File: src/nfta_ram.sv
// generic single write port, single read port ram with registered read data
// no dependencies
`default_nettype none

module nfta_ram #(
  parameter int WIDTH = 2,
  parameter int DEPTH = 2,
  localparam int AW   = (DEPTH > 1) ? $clog2(DEPTH) : 1
) (
  input  wire logic             clk,
  input  wire logic             we,
  input  wire logic [AW-1:0]    waddr,
  input  wire logic [WIDTH-1:0] wdata,
  input  wire logic [AW-1:0]    raddr,
  output logic      [WIDTH-1:0] rdata
);

  logic [WIDTH-1:0] mem [DEPTH];

  always_ff @(posedge clk) begin
    if (we) begin
      mem[waddr] <= wdata;
    end
    rdata <= mem[raddr];
  end

endmodule

`default_nettype wire

File: config.mk
export PLATFORM = sky130hd
export DESIGN_NAME = nfta_ram
export DESIGN_NICKNAME = d
export VERILOG_FILES = /design/src/nfta_ram.sv
export SDC_FILE = /design/constraint.sdc
export NUM_CORES = 1
export LEC_CHECK = 0
export BUFFER_PORTS_ARGS = -buffer_cell sky130_fd_sc_hd__clkbuf_2
export CORE_AREA = 8 8 45 47
export CTS_BUF_LIST = sky130_fd_sc_hd__clkbuf_16
export DETAILED_ROUTE_END_ITERATION = 8
export DIE_AREA = 0 0 53 55
export PLACE_DENSITY = 0.32
export SLEW_MARGIN = 40
export SYNTH_ARGS = -nofsm -noshare
export SYNTH_HDL_FRONTEND = slang
export SYNTH_SLANG_ARGS = --single-unit
File: constraint.sdc
create_clock -name clk -period 1.63 [get_ports clk]
set_input_delay 0.163 -clock clk [delete_from_list [all_inputs] [get_ports clk]]
set_output_delay 0.163 -clock clk [all_outputs]
set_load 0.01 [all_outputs]
==> impl_results.md <==
* Status: completed
* Met1 GRT Util at 0.0277
* Postcts setup bufs at 0
* Vias per inst at 3.38
* Cell count after synthesis at 10
* Clock slew at reported path FFs at 30 ps
* Die Footprint at 0.00292 mm²
* Max-Cap Viols at 0
* Setup_tns at 0 ps
* H-tree depth at 1
* Total wire length at 392 µm
* Clk_lat worst skew at 230 ps
* Core area at 0.00138 mm²
* Most frequent cells in the layout: clkbuf_2 (7), edfxtp_1 (4), clkbuf_16 (3)
* Final setup viols at 0
* Via count at 125
* CTS sink cnt at 6
* Width of the die at 53 µm
* Number of fill cells in the layout at 158
* Max Slew Vio Count at 0
* Required @ worst endpoint at 1470 ps
* Met2 GRT Util at 0.0410
* Post-synth net total at 16
* Fin nets at 28
* Ant diodes at 0
* Post-CTS sizing at 0
* Antenna Nets Post-Route at 0
* Port bufs at 7
* FMAX at 1240 MHz
* Row count at 14
* Least-Margin Pin Slew at 174 ps
* Ports at 8
* Power per cell area at 1830 mW/mm²
* Slew headroom at 0.884
* Most common cell after layout, fill and taps aside: clkbuf_2
* Power, Total at 0.000603 W
* Crit path buf inv count at 1
* Largest net degree at the start of global routing at 5
* Critical Path, Cell by Cell: clkbuf_2
* Fin. Hold Viols at 0
* Min Clock Period, post-route at 805 ps
* TritonCTS clock tree: done
* Leak at 0.138 nW
* Setup crit start kind: flop
* Cell Area, Synth at 195 µm²
* Vias in the first global route at 147
* Crit Path Category: flop to primary output
* RSZ-0062 raised after global routing: no
* Grt total ovfl at 0
* Clock root buffer: clkbuf_16
* Busiest grt layer: met4
* Final Wtd Congestion at 0.577
* Avg Inst Size Synth at 19.5 µm²
* FF+latch count, synth at 6
* Worst Setup End Kind: primary output
* CTS Hold Bufs at 0
* Post-DR wirelength/cell at 10.6 µm
* Slowest CP cell: dfxtp_1
* Yosys Warn Count at 0
* Tcrit/Tclk final at 0.494
* Syn-to-layout area delta at 68.6%
* Fraction of layout cells with a size suffix above 1 at 0.571
* Global-route wire length before repair at 634 µm
* Register area share after synthesis at 0.821
* Initial Util at 0.141
* Worst reg2reg setup slack at 880 ps
* Distinct cells, synth at 5
* Met3 Usage GRT at 0.0401
* Arrival @ worst endpoint at 640 ps
* Top cell family by delay on the critical path: flip-flops
* Die height at 55 µm
* Pre-antenna DRT Iters at 2
* 1st-iter DRT viols at 1
* Residual DRC at 0
* Crit-path max FO at 1
* Initial antenna violation count at 0
* CTS Buf Count at 3
* Hold crit path type: input port to flop
* Final Skew at 0.646 ps
* CP max stage delay at 290 ps
* Max Root-Sink Buffers at 2
* Tot GR Track Use at 0.0362
* Peak supply drop at 0.651 mV
## layer usage
metal / part of all wire / wire (µm)
met1: 0.40 / 156
met2: 0.41 / 161
met3: 0.15 / 60
met4: 0.036 / 14
met5: 0 / 0
## path summary, 6_finish.rpt
path | cells after the start | from | end
worst max-delay path | 1 | rdata[1] | rdata[1]
worst min-delay path | 1 | wdata[1] | mem[0][1]
worst max register to register | 1 | mem[0][0] | rdata[0]
worst min register to register | 1 | mem[0][1] | rdata[1]
## sequential cells by signal (all words and copies together) (netlist names)
signal / count
rdata: 2
mem: 4
## kinds of logic (layout without fill, tap and decap cells)
group | Yosys count | count (layout) | share of synthesized area
flops | 6 | 6 | 0.821
buf+inv | 0 | 11 | 0
simple gates | 2 | 2 | 0.0641
mux | 2 | 2 | 0.115
## cell usage after synthesis
master	number	area [µm²]
dfxtp_1	2	40.0
edfxtp_1	4	120
mux2_2	2	22.5
and2_1	1	6.26
nor2b_1	1	6.26
## cell type report
| cell class | count | area (µm²) | share of cell area |
|---|---|---|---|
| clock buffer | 3 | 75.1 | 0.228 |
| clock inverter | 1 | 3.75 | 0.0114 |
| multi-input combinational | 4 | 35.0 | 0.106 |
| sequential | 6 | 160 | 0.487 |
| tap | 16 | 20.0 | 0.0608 |
| timing repair buffer | 7 | 35.0 | 0.106 |
## power breakdown
part	leakage (nW)	internal (W)	switching [W]	total, W
Clock	0.0423	0.000318	0.0000841	0.000402
Combinational	0.0418	0.0000124	0.00000970	0.0000221
Sequential	0.0544	0.000176	0.00000284	0.000178
Total	0.138	0.000506	0.0000966	0.000603
## stage by stage
stage	instance area [µm²]	hold slack, ps	worst slack [ps]	utilization	instances
finish	329	139	825	0.238	37
global route	329	136	797	0.238	37
CTS	329	135	816	0.238	37
detailed placement	250	369	877	0.181	33
global placement	250	360	898	0.181	33
floorplan	195	262	932	-	10
Power figures use the tool's default switching activity.
