### src/nfta_pkg.sv
// shared widths, types and constants of the nearest free tile assigner
// no dependencies
`default_nettype none

package nfta_pkg;

  localparam int ID_W       = 4;
  localparam int POS_W      = 15;
  localparam int TILE_OUT_W = 12;
  localparam int CNT_OUT_W  = 12;

  // agent id widened so any agent table index width can be cut from it
  localparam int ID_EXT_W   = 7;

  // offsets from tile centers, squares and sums over the full parameter range
  localparam int DIF_W      = 18;
  localparam int PRD_W      = 2 * DIF_W;
  localparam int DSQ_W      = 34;

  // (3 m in 1/32 m units) squared
  localparam int REACH_SQ   = 9216;

  // tile map entry: covered and assigned flags
  localparam int MAP_W      = 2;
  localparam int MAP_COV    = 1;
  localparam int MAP_ASG    = 0;

  typedef logic [ID_W-1:0]         id_t;
  typedef logic signed [POS_W-1:0] pos_t;
  typedef logic signed [DIF_W-1:0] dif_t;
  typedef logic signed [PRD_W-1:0] prd_t;
  typedef logic [DSQ_W-1:0]        dsq_t;

endpackage

`default_nettype wire

### src/nfta_mul.sv
// shared signed multiplier with a registered product
// depends on nfta_pkg
`default_nettype none

module nfta_mul (
  input  wire logic          clk,
  input  wire nfta_pkg::dif_t a,
  input  wire nfta_pkg::dif_t b,
  output nfta_pkg::prd_t     prod_r
);

  nfta_pkg::prd_t prod_nxt;

  assign prod_nxt = a * b;

  always_ff @(posedge clk) begin
    prod_r <= prod_nxt;
  end

endmodule

`default_nettype wire

### config.mk
export PLATFORM = sky130hd
export DESIGN_NAME = nfta_mul
export DESIGN_NICKNAME = d
export VERILOG_FILES = /design/src/nfta_pkg.sv /design/src/nfta_mul.sv
export SDC_FILE = /design/constraint.sdc
export NUM_CORES = 1
export LEC_CHECK = 0
export BUFFER_PORTS_ARGS = -buffer_cell sky130_fd_sc_hd__buf_2
export CORE_MARGIN = 1
export CORE_UTILIZATION = 60
export CTS_CLUSTER_DIAMETER = 150
export DETAILED_ROUTE_END_ITERATION = 6
export PLACE_DENSITY = 0.77
export SLEW_MARGIN = 20
export SYNTH_ARGS = -nofsm -noshare
export SYNTH_HDL_FRONTEND = slang
export SYNTH_SLANG_ARGS = --single-unit
### constraint.sdc
create_clock -name clk -period 10 [get_ports clk]
set_input_delay 3 -clock clk [delete_from_list [all_inputs] [get_ports clk]]
set_output_delay 3 -clock clk [all_outputs]
set_load 0.005 [all_outputs]
==> results by stage <==
Finish:
- Counting flops per register, the top entry is prod_r.
- 0 antenna diodes ended up in the layout.
- In the final layout, the share of cells above drive strength 1 is 0.0656.
- Once layout is complete, the utilization of the core stands at 0.647.
- In the final layout, the registers with the most flip-flops are prod_r (36).
- The number of flip-flops in the largest register is 36.
- The area growth from synthesis to layout is 5.27%.
- The net count of the finished layout is 1876.

Logic synthesis:
- The synthesized design contains 36 register bits.
- In the synthesized netlist, the number of instances is 1384.
- Synthesis produced a netlist with a net count of 1843.
- The number of different library cells in the post-synthesis netlist is 44.
- The average cell area after synthesis is 9.36 um2.
- Summed over all instances, the cell type with the most area after synthesis is sky130_fd_sc_hd__fa_1.
- The sequential fraction of the synthesis area is 0.0556.
- The most common flop cell mapped by yosys is sky130_fd_sc_hd__dfxtp_1.
- The portion of synthesized cell area occupied by the leading cell type is 0.509.
- By area the synthesized netlist is led by sky130_fd_sc_hd__fa_1 51%, sky130_fd_sc_hd__inv_1 11%, sky130_fd_sc_hd__ha_1 9.0%, sky130_fd_sc_hd__and2_1 7.8%, sky130_fd_sc_hd__dfxtp_1 5.6%.
- In this run the cell area of the synthesized design comes to 13000 um2.
- Counting instances in the post-synthesis netlist gives the leading cell types as 368 x sky130_fd_sc_hd__inv_1, 329 x sky130_fd_sc_hd__fa_1, 166 x sky130_fd_sc_hd__nand2_1.
- Counting flops with a built-in enable in the synthesized netlist gives 0.
- For this run, asynchronously set or reset flops after synthesis account for 0.
- The Yosys step of the flow raised 0 warnings.
- By instance count, the leading cell after synthesis is sky130_fd_sc_hd__inv_1.

Drt:
- The detailed-route vias per instance is 5.39.
- Once detail routing completed, the nets flagged for antenna violations numbered 0.
- The vias after detailed routing is 9118.
- For this block, the initial DRC count from the detailed router was 580.
- The final wirelength is 30300 um.
- After detailed routing, the average wire length per cell comes to 17.9 um.
- After detailed routing, the number of remaining DRC violations is 0.
- The iteration count of the initial detailed-routing pass is 5.

Setup path:
- Among the stages of the critical path, the cell type that occurs most often is sky130_fd_sc_hd__inv_1.
- The required time of the critical path is 10190 ps.
- The endpoint kind of the worst setup timing path is a register.
- The largest fanout of any net on the critical path is 18.
- STA classifies the critical path startpoint as a primary input.
- The critical path's slowest cell is sky130_fd_sc_hd__fa_1.
- The critical path arrival is 9190 ps.
- For this run, the slowest stage of the critical path takes 590 ps.
- The signal on the critical path passes through buf_2 -> and2_1 -> fa_1 -> inv_1 -> fa_1 -> inv_1 -> ha_1 -> inv_1 -> fa_1 -> inv_1 -> fa_1 -> inv_1 -> fa_1 -> inv_1 -> ha_1 -> nand2_1 -> nor2_1 -> and2_1 -> a32o_1 -> nor3_1 -> nor3_2 -> a21oi_1 -> xnor2_1.
- The critical path is of the primary input to register type.

GRT:
- Entering global routing, the biggest net connects 20 pins.
- The wire length of the first global-routing pass is 50700 um.
- The via count of the first global-routing pass is 9618.
- The initial antenna violation count came to 0.
- In the global route stage, overall resource usage came out at 0.303.
- The residual overflow from global routing is 0.

Floorplan:
- The initial utilization of the core area, before any placement, comes to 0.614.
- During I/O placement, the number of pins put on the boundary was 73.
- After floorplanning, the core was divided into 53 placement rows.
- The die width is 149 um.
- The area of the core region is 21100 um2.
- The die height is 149 um.
- The floorplan step defined a die boundary enclosing 22200 um2.

Timing:
- The number of hold violations in the final report is 0.
- In the finished design, the share of the clock period the worst path needs comes to 0.900.
- The clock period could shrink to 9000 ps.
- The max-slew violation count was 0.
- The headroom to the max-slew limit is 0.650.
- Summed over all failing endpoints, the final setup total negative slack is 0 ps.
- The actual slew at the worst max-slew pin is 526 ps.
- Setup repair after global routing left no endpoint under its margin.
- The highest clock rate is 0.111 GHz.
- The final count of negative-setup-slack endpoints is 0.

Run status:
- The flow ran to the end, and the final reports show no timing, DRC or antenna violations.

Place:
- Once detailed placement completed, the half-perimeter wirelength came to 24900 um.
- At the end of routability-driven placement, the weighted congestion stood at 0.890.
- In this run the tool buffered the top-level ports with 72 buffer cells.

Clock network:
- Once the clock tree was built, the setup fixing pass inserted 0 buffers.
- The number of buffers created by CTS is 5.
- The CTS tree is built.
- Post-CTS repair changed the size of 0 cells.
- After clock tree synthesis, the flow added hold-fix buffers numbering 0.
- The CTS sink count is 36.
- The clock root buffer is sky130_fd_sc_hd__clkbuf_16.
- CTS built an H-tree with a depth of 2.
- Clock-pin slew was measured on the worst setup and hold paths at 70 ps.
- The longest clock path from root to sink contains 2 buffers.

Min path:
- The cell depth of the worst min-delay path is 2.
- The class of the most critical hold timing path is primary input to register.

Job:
- The max-cap violation count is 0.
[final cells by class]
type	instances	area, um2
fill	1711	7450
timing repair buffer	73	368
clock inverter	2	10.0
sequential	36	721
tap	275	344
inverter	368	1380
clock buffer	6	139
multi-input combinational	933	10700
[cells in the final DEF (no fill, tap or decap), drive strengths merged, types with 13 or more instances in the layout]
cell type,n
a21o,13
buf,73
ha,93
xnor2,31
dfxtp,36
and2,162
inv,368
nand2,166
a21oi,30
fa,329
nor2b,14
[per-layer routing]
metal,vias to the layer above,wire length (um),share of wire,GRT usage
li1,4046,-,-,-
met1,4710,12800,0.42,0.433
met2,308,14900,0.49,0.491
met3,54,2060,0.068,0.0465
met4,0,635,0.021,0.0689
met5,-,0,0,0
[logic make-up (layout without fill, tap and decap cells)]
family / Yosys count / after routing / synth area share
buffers and inverters: 415 / 449 / 0.120
AOI/OAI and AO/OA: 89 / 89 / 0.0472
muxes: 1 / 1 / 0.000869
and+or+nand+nor: 384 / 384 / 0.152
adders and majority gates: 422 / 422 / 0.598
xor gates and xnor gates: 37 / 37 / 0.0250
DFF: 36 / 36 / 0.0556
[worst paths after layout]
| check | slack [ps] | startpoint | end |
|---|---|---|---|
| max | 1000 | b[1] | prod_r[31] |
| min | 3170 | a[0] | prod_r[0] |
[critical path: cells and delay by family]
family                     cells  cell delay [ps]
AOI/OAI and AO/OA              2              440
xor gates and xnor gates       1              130
adders and majority gates      7             3580
buffers and inverters          7              780
and+or+nand+nor                6             1220
[through the flow]
stage	hold slack [ps]	instance area, um2	setup WS, ps	std cells
6_report	3170	13600	1000	1693
5_1_grt	3170	13600	638	1693
4_1_cts	3170	13600	994	1693
3_5_place_dp	3370	13500	703	1685
3_3_place_gp	3380	13500	797	1685
2_1_floorplan	3120	13000	1140	1384
Power is left out: the tool's default activity adds up to more than one toggle a clock period on the data nets, which glitch-free logic cannot reach.
